===== src/rtl/fird3_pkg.sv =====
// Shared types, constants and tap lookup for the 3:1 FIR decimator.
package fird3_pkg;

    localparam int SAMPLE_W  = 16;
    localparam int HALF_N    = 24;
    localparam int FRAC_BITS = 15;
    localparam int ROUND_BIAS = 32'h0000_7fff;

    // First half of the symmetric low-pass taps; the second half mirrors it.
    localparam logic signed [SAMPLE_W-1:0] HALF_TAPS [HALF_N] = '{
        -16'sd20,   -16'sd39,   -16'sd21,   16'sd33,    16'sd77,    16'sd45,
        -16'sd72,   -16'sd169,  -16'sd98,   16'sd145,   16'sd335,   16'sd193,
        -16'sd268,  -16'sd613,  -16'sd353,  16'sd471,   16'sd1097,  16'sd649,
        -16'sd861,  -16'sd2134, -16'sd1393, 16'sd2064,  16'sd6903,  16'sd10412
    };

    // Control from the sequencer to the multiply-accumulate unit
    typedef struct packed {
        logic start;   // load rounding bias into the accumulator
        logic mul_en;  // multiply tap by the sample at the head of the chain
    } mac_ctl_t;

    // Tap k of the 48-tap set; zero at and beyond index 48
    function automatic logic signed [SAMPLE_W-1:0] tap_at(input int unsigned k);
        logic signed [SAMPLE_W-1:0] t;
        t = '0;
        if (k < HALF_N)
        begin
            t = HALF_TAPS[k];
        end
        else if (k < 2 * HALF_N)
        begin
            t = HALF_TAPS[2 * HALF_N - 1 - k];
        end
        return t;
    endfunction

endpackage


===== src/rtl/fir_decimator_by_3.sv =====
// Top level of the 3:1 FIR low-pass decimator built on a chain of delay cells.
//
// Input stream s_axis_*: one signed 16-bit sample per item in tdata.
// Output stream m_axis_*: one filtered sample per DECIMATION inputs, in tdata,
// with the saturation flag in tuser.
// Every DECIMATION-th input (first one after reset included) triggers an output
// computed from the stored samples before that input is shifted in.
// For such an item the delay chain rotates through all TAP_COUNT cells past the
// single shared multiplier, then the new sample is shifted in and the result is
// registered, which raises output tvalid. Other items are shifted in directly
// as they are accepted.
// The output register holds one result; while it is full, items that would
// produce a new output wait, other items still go in.
// Reset clears the delay cells, the phase counter and the output register.
module fir_decimator_by_3 #(
    parameter int TAP_COUNT  = 48,
    parameter int DECIMATION = 3
) (
    input  logic        clk,
    input  logic        rst_n,
    input  logic        s_axis_tvalid,
    output logic        s_axis_tready,
    input  logic [15:0] s_axis_tdata,   // [15:0] sample_in
    output logic        m_axis_tvalid,
    input  logic        m_axis_tready,
    output logic [15:0] m_axis_tdata,   // [15:0] sample_out
    output logic        m_axis_tuser    // [0] clipped
);

    localparam int SW    = fird3_pkg::SAMPLE_W;
    localparam int CNT_W = $clog2(TAP_COUNT);
    localparam int PH_W  = $clog2(DECIMATION);
    localparam int ACC_W = 2 * SW + $clog2(TAP_COUNT) + 1;

    typedef enum logic [1:0] {
        ST_IDLE,
        ST_MAC,
        ST_SHIFT,
        ST_FIN
    } state_t;

    state_t               state_reg;
    logic [CNT_W-1:0]     cnt_reg;
    logic [PH_W-1:0]      phase_reg;
    logic signed [SW-1:0] sample_reg;
    logic                 out_vld_reg;
    logic signed [SW-1:0] out_data_reg;
    logic                 out_clip_reg;

    logic                 in_acc;
    logic                 shift_en;
    logic signed [SW-1:0] chain_in;
    logic signed [SW-1:0] cell_q [TAP_COUNT];
    fird3_pkg::mac_ctl_t  mac_ctl;
    logic signed [SW-1:0] mac_res;
    logic                 mac_clip;
    logic signed [SW-1:0] tap;

    // Handshake
    assign s_axis_tready = (state_reg == ST_IDLE) && ((phase_reg != '0) || !out_vld_reg);
    assign in_acc        = s_axis_tvalid && s_axis_tready;

    // Chain control: rotate during MAC, shift in a new sample when idle or in SHIFT, hold in FIN
    always_comb
    begin
        shift_en = 1'b0;
        chain_in = sample_reg;
        unique case (state_reg)
            ST_IDLE:
            begin
                shift_en = in_acc && (phase_reg != '0);
                chain_in = s_axis_tdata;
            end
            ST_MAC:
            begin
                shift_en = 1'b1;
                chain_in = cell_q[0];
            end
            ST_SHIFT:
            begin
                shift_en = 1'b1;
            end
            ST_FIN:
            begin
                shift_en = 1'b0;
            end
        endcase
    end

    // Delay-line cells, index 0 holds the oldest sample
    for (genvar i = 0; i < TAP_COUNT; i++)
    begin : g_cell
        logic signed [SW-1:0] d;
        if (i == TAP_COUNT - 1)
        begin : g_last
            assign d = chain_in;
        end
        else
        begin : g_mid
            assign d = cell_q[i+1];
        end
        fird3_cell u_cell (
            .clk   (clk),
            .rst_n (rst_n),
            .en    (shift_en),
            .d     (d),
            .q     (cell_q[i])
        );
    end

    // Multiply-accumulate on the head of the chain
    assign tap     = fird3_pkg::tap_at(32'(cnt_reg));
    assign mac_ctl = '{start: in_acc && (phase_reg == '0), mul_en: (state_reg == ST_MAC)};

    fird3_mac #(
        .ACC_W (ACC_W)
    ) u_mac (
        .clk    (clk),
        .rst_n  (rst_n),
        .ctl    (mac_ctl),
        .sample (cell_q[0]),
        .tap    (tap),
        .result (mac_res),
        .clip   (mac_clip)
    );

    // Sequencer, phase counter and output register
    always_ff @(posedge clk or negedge rst_n)
    begin
        if (!rst_n)
        begin
            state_reg    <= ST_IDLE;
            cnt_reg      <= '0;
            phase_reg    <= '0;
            sample_reg   <= '0;
            out_vld_reg  <= 1'b0;
            out_data_reg <= '0;
            out_clip_reg <= 1'b0;
        end
        else
        begin
            if (out_vld_reg && m_axis_tready)
            begin
                out_vld_reg <= 1'b0;
            end
            if (in_acc)
            begin
                phase_reg <= (phase_reg == PH_W'(DECIMATION - 1)) ? '0 : phase_reg + 1'b1;
            end
            unique case (state_reg)
                ST_IDLE:
                begin
                    if (in_acc && (phase_reg == '0))
                    begin
                        sample_reg <= s_axis_tdata;
                        cnt_reg    <= '0;
                        state_reg  <= ST_MAC;
                    end
                end
                ST_MAC:
                begin
                    if (cnt_reg == CNT_W'(TAP_COUNT - 1))
                    begin
                        cnt_reg   <= '0;
                        state_reg <= ST_SHIFT;
                    end
                    else
                    begin
                        cnt_reg <= cnt_reg + 1'b1;
                    end
                end
                ST_SHIFT:
                begin
                    state_reg <= ST_FIN;
                end
                ST_FIN:
                begin
                    out_vld_reg  <= 1'b1;
                    out_data_reg <= mac_res;
                    out_clip_reg <= mac_clip;
                    state_reg    <= ST_IDLE;
                end
            endcase
        end
    end

    assign m_axis_tvalid = out_vld_reg;
    assign m_axis_tdata  = out_data_reg;
    assign m_axis_tuser  = out_clip_reg;

    // A new result only appears right after the finishing step
    a_rise_after_fin: assert property (@(posedge clk) disable iff (!rst_n)
        $rose(m_axis_tvalid) |-> $past(state_reg == ST_FIN))
        else $error("output valid rose outside the finishing step");

    // An output-producing item is never taken while the output register is full
    a_no_overrun: assert property (@(posedge clk) disable iff (!rst_n)
        (in_acc && (phase_reg == '0)) |-> !out_vld_reg)
        else $error("item accepted with the output register still full");

    // The rotation count stays inside the chain
    a_cnt_range: assert property (@(posedge clk) disable iff (!rst_n)
        (state_reg == ST_MAC) |-> (32'(cnt_reg) < TAP_COUNT))
        else $error("tap counter out of range");

    // After the sweep the new sample is shifted in exactly once
    a_shift_follows: assert property (@(posedge clk) disable iff (!rst_n)
        (state_reg == ST_MAC && cnt_reg == CNT_W'(TAP_COUNT - 1)) |=> (state_reg == ST_SHIFT))
        else $error("shift-in step missing after the tap sweep");

endmodule


===== src/rtl/fird3_cell.sv =====
// One delay-line cell: holds a sample and takes its neighbor's value when enabled.
module fird3_cell (
    input  logic                                    clk,
    input  logic                                    rst_n,
    input  logic                                    en,
    input  logic signed [fird3_pkg::SAMPLE_W-1:0]   d,
    output logic signed [fird3_pkg::SAMPLE_W-1:0]   q
);

    logic signed [fird3_pkg::SAMPLE_W-1:0] data_reg;

    // Sample storage, cleared at reset
    always_ff @(posedge clk or negedge rst_n)
    begin
        if (!rst_n)
        begin
            data_reg <= '0;
        end
        else if (en)
        begin
            data_reg <= d;
        end
    end

    assign q = data_reg;

endmodule


===== src/rtl/fird3_mac.sv =====
// Shared multiply-accumulate unit with rounding shift and int16 saturation.
module fird3_mac #(
    parameter int ACC_W = 39
) (
    input  logic                                    clk,
    input  logic                                    rst_n,
    input  fird3_pkg::mac_ctl_t                     ctl,
    input  logic signed [fird3_pkg::SAMPLE_W-1:0]   sample,
    input  logic signed [fird3_pkg::SAMPLE_W-1:0]   tap,
    output logic signed [fird3_pkg::SAMPLE_W-1:0]   result,
    output logic                                    clip
);

    localparam int PROD_W = 2 * fird3_pkg::SAMPLE_W;
    localparam int SH_W   = ACC_W - fird3_pkg::FRAC_BITS;

    logic signed [PROD_W-1:0] prod_reg;
    logic                     prod_vld_reg;
    logic signed [ACC_W-1:0]  acc_reg;
    logic signed [SH_W-1:0]   shifted;
    logic                     over;
    logic                     under;

    // Product stage
    always_ff @(posedge clk)
    begin
        if (ctl.mul_en)
        begin
            prod_reg <= sample * tap;
        end
    end

    // Accumulator stage
    always_ff @(posedge clk or negedge rst_n)
    begin
        if (!rst_n)
        begin
            prod_vld_reg <= 1'b0;
            acc_reg      <= '0;
        end
        else
        begin
            prod_vld_reg <= ctl.mul_en;
            if (ctl.start)
            begin
                acc_reg <= ACC_W'(fird3_pkg::ROUND_BIAS);
            end
            else if (prod_vld_reg)
            begin
                acc_reg <= acc_reg + ACC_W'(prod_reg);
            end
        end
    end

    // Floor shift, then saturate to int16
    assign shifted = SH_W'(acc_reg >>> fird3_pkg::FRAC_BITS);
    assign over    = !shifted[SH_W-1] && (shifted[SH_W-2:fird3_pkg::SAMPLE_W-1] != '0);
    assign under   = shifted[SH_W-1] && (shifted[SH_W-2:fird3_pkg::SAMPLE_W-1] != '1);

    always_comb
    begin
        clip = over || under;
        if (over)
        begin
            result = 16'sh7fff;
        end
        else if (under)
        begin
            result = -16'sh8000;
        end
        else
        begin
            result = shifted[fird3_pkg::SAMPLE_W-1:0];
        end
    end

endmodule


===== config.mk =====
export PLATFORM = sky130hd
export DESIGN_NAME = fir_decimator_by_3
export DESIGN_NICKNAME = d
export VERILOG_FILES = /design/src/rtl/fird3_pkg.sv /design/src/rtl/fir_decimator_by_3.sv /design/src/rtl/fird3_cell.sv /design/src/rtl/fird3_mac.sv
export SDC_FILE = /design/constraint.sdc
export NUM_CORES = 2
export LEC_CHECK = 0
export ABC_CLOCK_PERIOD_IN_PS = 7550
export BUFFER_PORTS_ARGS = -buffer_cell sky130_fd_sc_hd__buf_2
export CORE_MARGIN = 5
export CORE_UTILIZATION = 40
export DETAILED_ROUTE_END_ITERATION = 10
export MAX_ROUTING_LAYER = met4
export PLACE_DENSITY = 0.54
export SLEW_MARGIN = 10
export SYNTH_ARGS = -nofsm -noshare
export SYNTH_HDL_FRONTEND = slang
export SYNTH_HIERARCHICAL = 1
export SYNTH_SLANG_ARGS = --single-unit

===== constraint.sdc =====
create_clock -name clk -period 7.55 [get_ports clk]
set_input_delay 1.51 -clock clk [delete_from_list [all_inputs] [get_ports clk]]
set_output_delay 1.51 -clock clk [all_outputs]
set_load 0.03 [all_outputs]

==> impl_metrics.py <==
metrics = {
    "clocking": {
        "clk_pin_slew_ns": 0.06,
        "numCtsBuffers": 94,
        "h-tree-depth": 3,
        "cts_tree": "done",
        "cts_hold_buffers": 0,
        "cts_sinks": 884,
        "root_buffer": "clkbuf_16",
        "clk_latency_ns": 0.67,
        "ctsLongestPathBuffers": 3,
    },
    "hold_path": {
        "min_path_type": "flip-flop to flip-flop",
    },
    "yosys": {
        "synth-adder-area-share_pct": 14.2,
        "synth-xor-area-share_pct": 1.11,
        "ys_types": 90,
        "synthSimpleGateAreaFrac_pct": 5.45,
        "synth_top_family_by_area": "multiplexers",
        "synthArstFlopShare_pct": 96.4,
        "synth_area_um2": 48900,
        "synth_area_per_cell_um2": 13.8,
        "ys_ff_latch": 884,
        "synth_compound_area_share_pct": 4.85,
        "syn_nets": 3961,
        "synthFlopType": "dfrtp_1",
        "ys_warn_count": 6,
        "synthMuxAreaShare_pct": 22.6,
        "synth_edf_count": 32,
        "yosysSeqAreaShare_pct": 45.6,
        "synthCells": 3544,
    },
    "finish": {
        "fillers": 11100,
        "syn2layout_area_growth_pct": 9.99,
        "layout_commonest_cell": "dfrtp_1",
        "final_cell_mix": "dfrtp_1, mux2_4, inv_1",
        "largest_reg_flops": 768,
        "drive_above_1_share_pct": 31.3,
        "nets": 4043,
        "finalInstanceArea_um2": 53800,
    },
    "critical_path": {
        "slowest_stage": "fa_1",
        "critical_path_class": "flip-flop to flip-flop",
        "cp-end-kind": "flip-flop",
        "cp_data_required_time_ns": 7.94,
        "worstSetupStartpointType": "flip-flop",
        "crit_fanout": 6,
        "critPathMaxStageDelay_ns": 0.53,
        "cp_data_arrival_time_ns": 7.66,
    },
    "timing": {
        "clock-skew-final_ns": 0.0484,
        "period_share_pct": 96.3,
        "timing_hold_violations_final": 0,
        "tightest_slew_ns": 1.14,
        "slew_headroom_pct": 23.6,
        "finalSetupTns_ns": 0,
        "fmax_mhz": 138,
        "period_needed_ns": 7.27,
        "drv_slew": 0,
        "setup_viol": 0,
    },
    "placed_design": {
        "placed_area_um2": 50300,
        "port_buffers": 38,
        "place_congestion": 0.847,
        "hpwl_um": 58600,
    },
    "global_route": {
        "grt.total_usage_pct": 14.0,
        "grt_overflow": 0,
        "grt_pass1_vias": 27700,
        "antenna_found_initial": 1,
        "grt_pass1_wl_um": 148000,
        "grt_max_degree": 177,
    },
    "die": {
        "dieArea_um2": 129000,
        "initial_core_util_pct": 40.2,
        "core-area_um2": 122000,
        "die_width_um": 360,
        "rows": 128,
        "die_h_um": 360,
        "io_pins": 39,
    },
    "detailed_routing": {
        "wl_per_cell_um": 16.6,
        "routed_via_density": 4.84,
        "drtPass1Iterations": 5,
        "wirelength_um": 88300,
        "vias": 25800,
        "antenna_left": 0,
        "post-route-drc-count": 0,
        "drt_iter0_drc": 1469,
    },
    "job": {
        "drv_cap": 0,
    },
    "power": {
        "p_leak_nw": 26.4,
        "powerDensity_nw_per_um2": 420,
        "ir_worst_vdd_mv": 0.552,
    },
    "outcome": {
        "status": "complete, no violations",
    },
}
## metal layers
layer  part of all wire (%)  up-vias  track usage [%]
li1                       -    12100                -
met1                     48    13200             19.3
met4                    2.4        0             3.53
met5                      0        -                -
met3                    3.7      157             2.28
met2                     46      330             21.9
## worst max-delay path, delay by kind of cell (launching register included)
| kind | cells | cell delay [ns] |
|---|---|---|
| fa+ha+maj | 8 | 3.47 |
| compound gates | 11 | 1.69 |
| buf+inv | 11 | 1.20 |
| flops | 1 | 0.36 |
| simple gates | 2 | 0.20 |
| xor+xnor | 1 | 0.08 |
## worst paths after layout
check                      slack [ns]  cells past startpoint                 endpoint                   from
max reg2reg                      0.28                     33       u_mac/prod_reg[30]             cnt_reg[1]
min in group asynchronous        0.82                      1         u_mac/acc_reg[1]                  rst_n
max                              0.28                     33       u_mac/prod_reg[30]             cnt_reg[1]
min reg2reg                      0.48                      1    g_cell[1].u_cell/q[1]  g_cell[2].u_cell/q[1]
min                              0.48                      1    g_cell[1].u_cell/q[1]  g_cell[2].u_cell/q[1]
max in group asynchronous        5.21                      2  g_cell[18].u_cell/q[11]                  rst_n
## per-stage QoR
stage | hold WS, ns | cells | worst slack, ns | util [%] | power [mW]
after CTS | 0.478 | 5318 | 0.00534 | 44.0 | 22.8
after global placement | 0.479 | 5144 | 0.105 | 41.4 | 17.9
after global routing | 0.493 | 5330 | -0.0359 | 44.2 | 24.1
after floorplan | 0.466 | 3544 | 0.0449 | - | 17.4
after detailed placement | 0.489 | 5144 | 0.0316 | 41.4 | 17.9
final | 0.481 | 5331 | 0.280 | 44.2 | 22.6
## kinds of logic after synthesis
| logic type | after synthesis |
|---|---|
| AND/OR/NAND/NOR | 546 |
| XOR/XNOR | 62 |
| multiplexers | 821 |
| adder cells (fa/ha/maj) | 397 |
| buffers and inverters | 490 |
| AO/OA/AOI/OAI | 344 |
| flip-flops | 884 |
## power breakdown
part,leakage [nW],switching (mW),internal (mW)
registers,11.6,0.744,6.23
logic,13.3,5.30,5.65
clock network,1.59,1.92,2.76
## synth_stat cells, types with 7 or more instances
| cell | n | area share (%) |
|---|---|---|
| a211o_1 | 10 | 0.18 |
| a211oi_1 | 16 | 0.25 |
| a21o_1 | 30 | 0.46 |
| a21oi_1 | 74 | 0.76 |
| a22oi_1 | 16 | 0.25 |
| a31oi_1 | 7 | 0.090 |
| and2_1 | 132 | 1.7 |
| buf_12 | 48 | 2.0 |
| buf_2 | 11 | 0.11 |
| buf_6 | 49 | 1.1 |
| clkbuf_1 | 54 | 0.41 |
| dfrtp_1 | 852 | 44 |
| edfxtp_1 | 32 | 2.0 |
| fa_1 | 263 | 11 |
| ha_1 | 134 | 3.4 |
| inv_1 | 316 | 2.4 |
| mux2_2 | 315 | 7.3 |
| mux2_4 | 488 | 15 |
| mux2i_1 | 17 | 0.35 |
| nand2_1 | 220 | 1.7 |
| nand2b_1 | 16 | 0.20 |
| nand3_1 | 25 | 0.26 |
| nand4_1 | 9 | 0.12 |
| nor2_1 | 80 | 0.61 |
| nor2b_1 | 16 | 0.20 |
| nor3_1 | 17 | 0.17 |
| o211ai_1 | 15 | 0.23 |
| o21a_1 | 29 | 0.45 |
| o21ai_0 | 68 | 0.70 |
| xnor2_1 | 37 | 0.66 |
| xor2_1 | 25 | 0.45 |
## cell type report
cell class	instances	area (um2)	share of cell area, %
antenna	2	5.00	0.00931
clock buffer	145	2830	5.25
clock inverter	29	390	0.726
inverter	318	1190	2.22
multi-input combinational	2170	23700	44.2
sequential	884	22300	41.4
tap	1625	2030	3.78
timing repair buffer	158	1290	2.41
## what timing repair did
action | in CTS | in global routing
buffers inserted | 0 | 9
resized for setup | 0 | 31
endpoints found under the setup margin | 0 | 10
No activity file was read; power rests on OpenSTA's default activity.
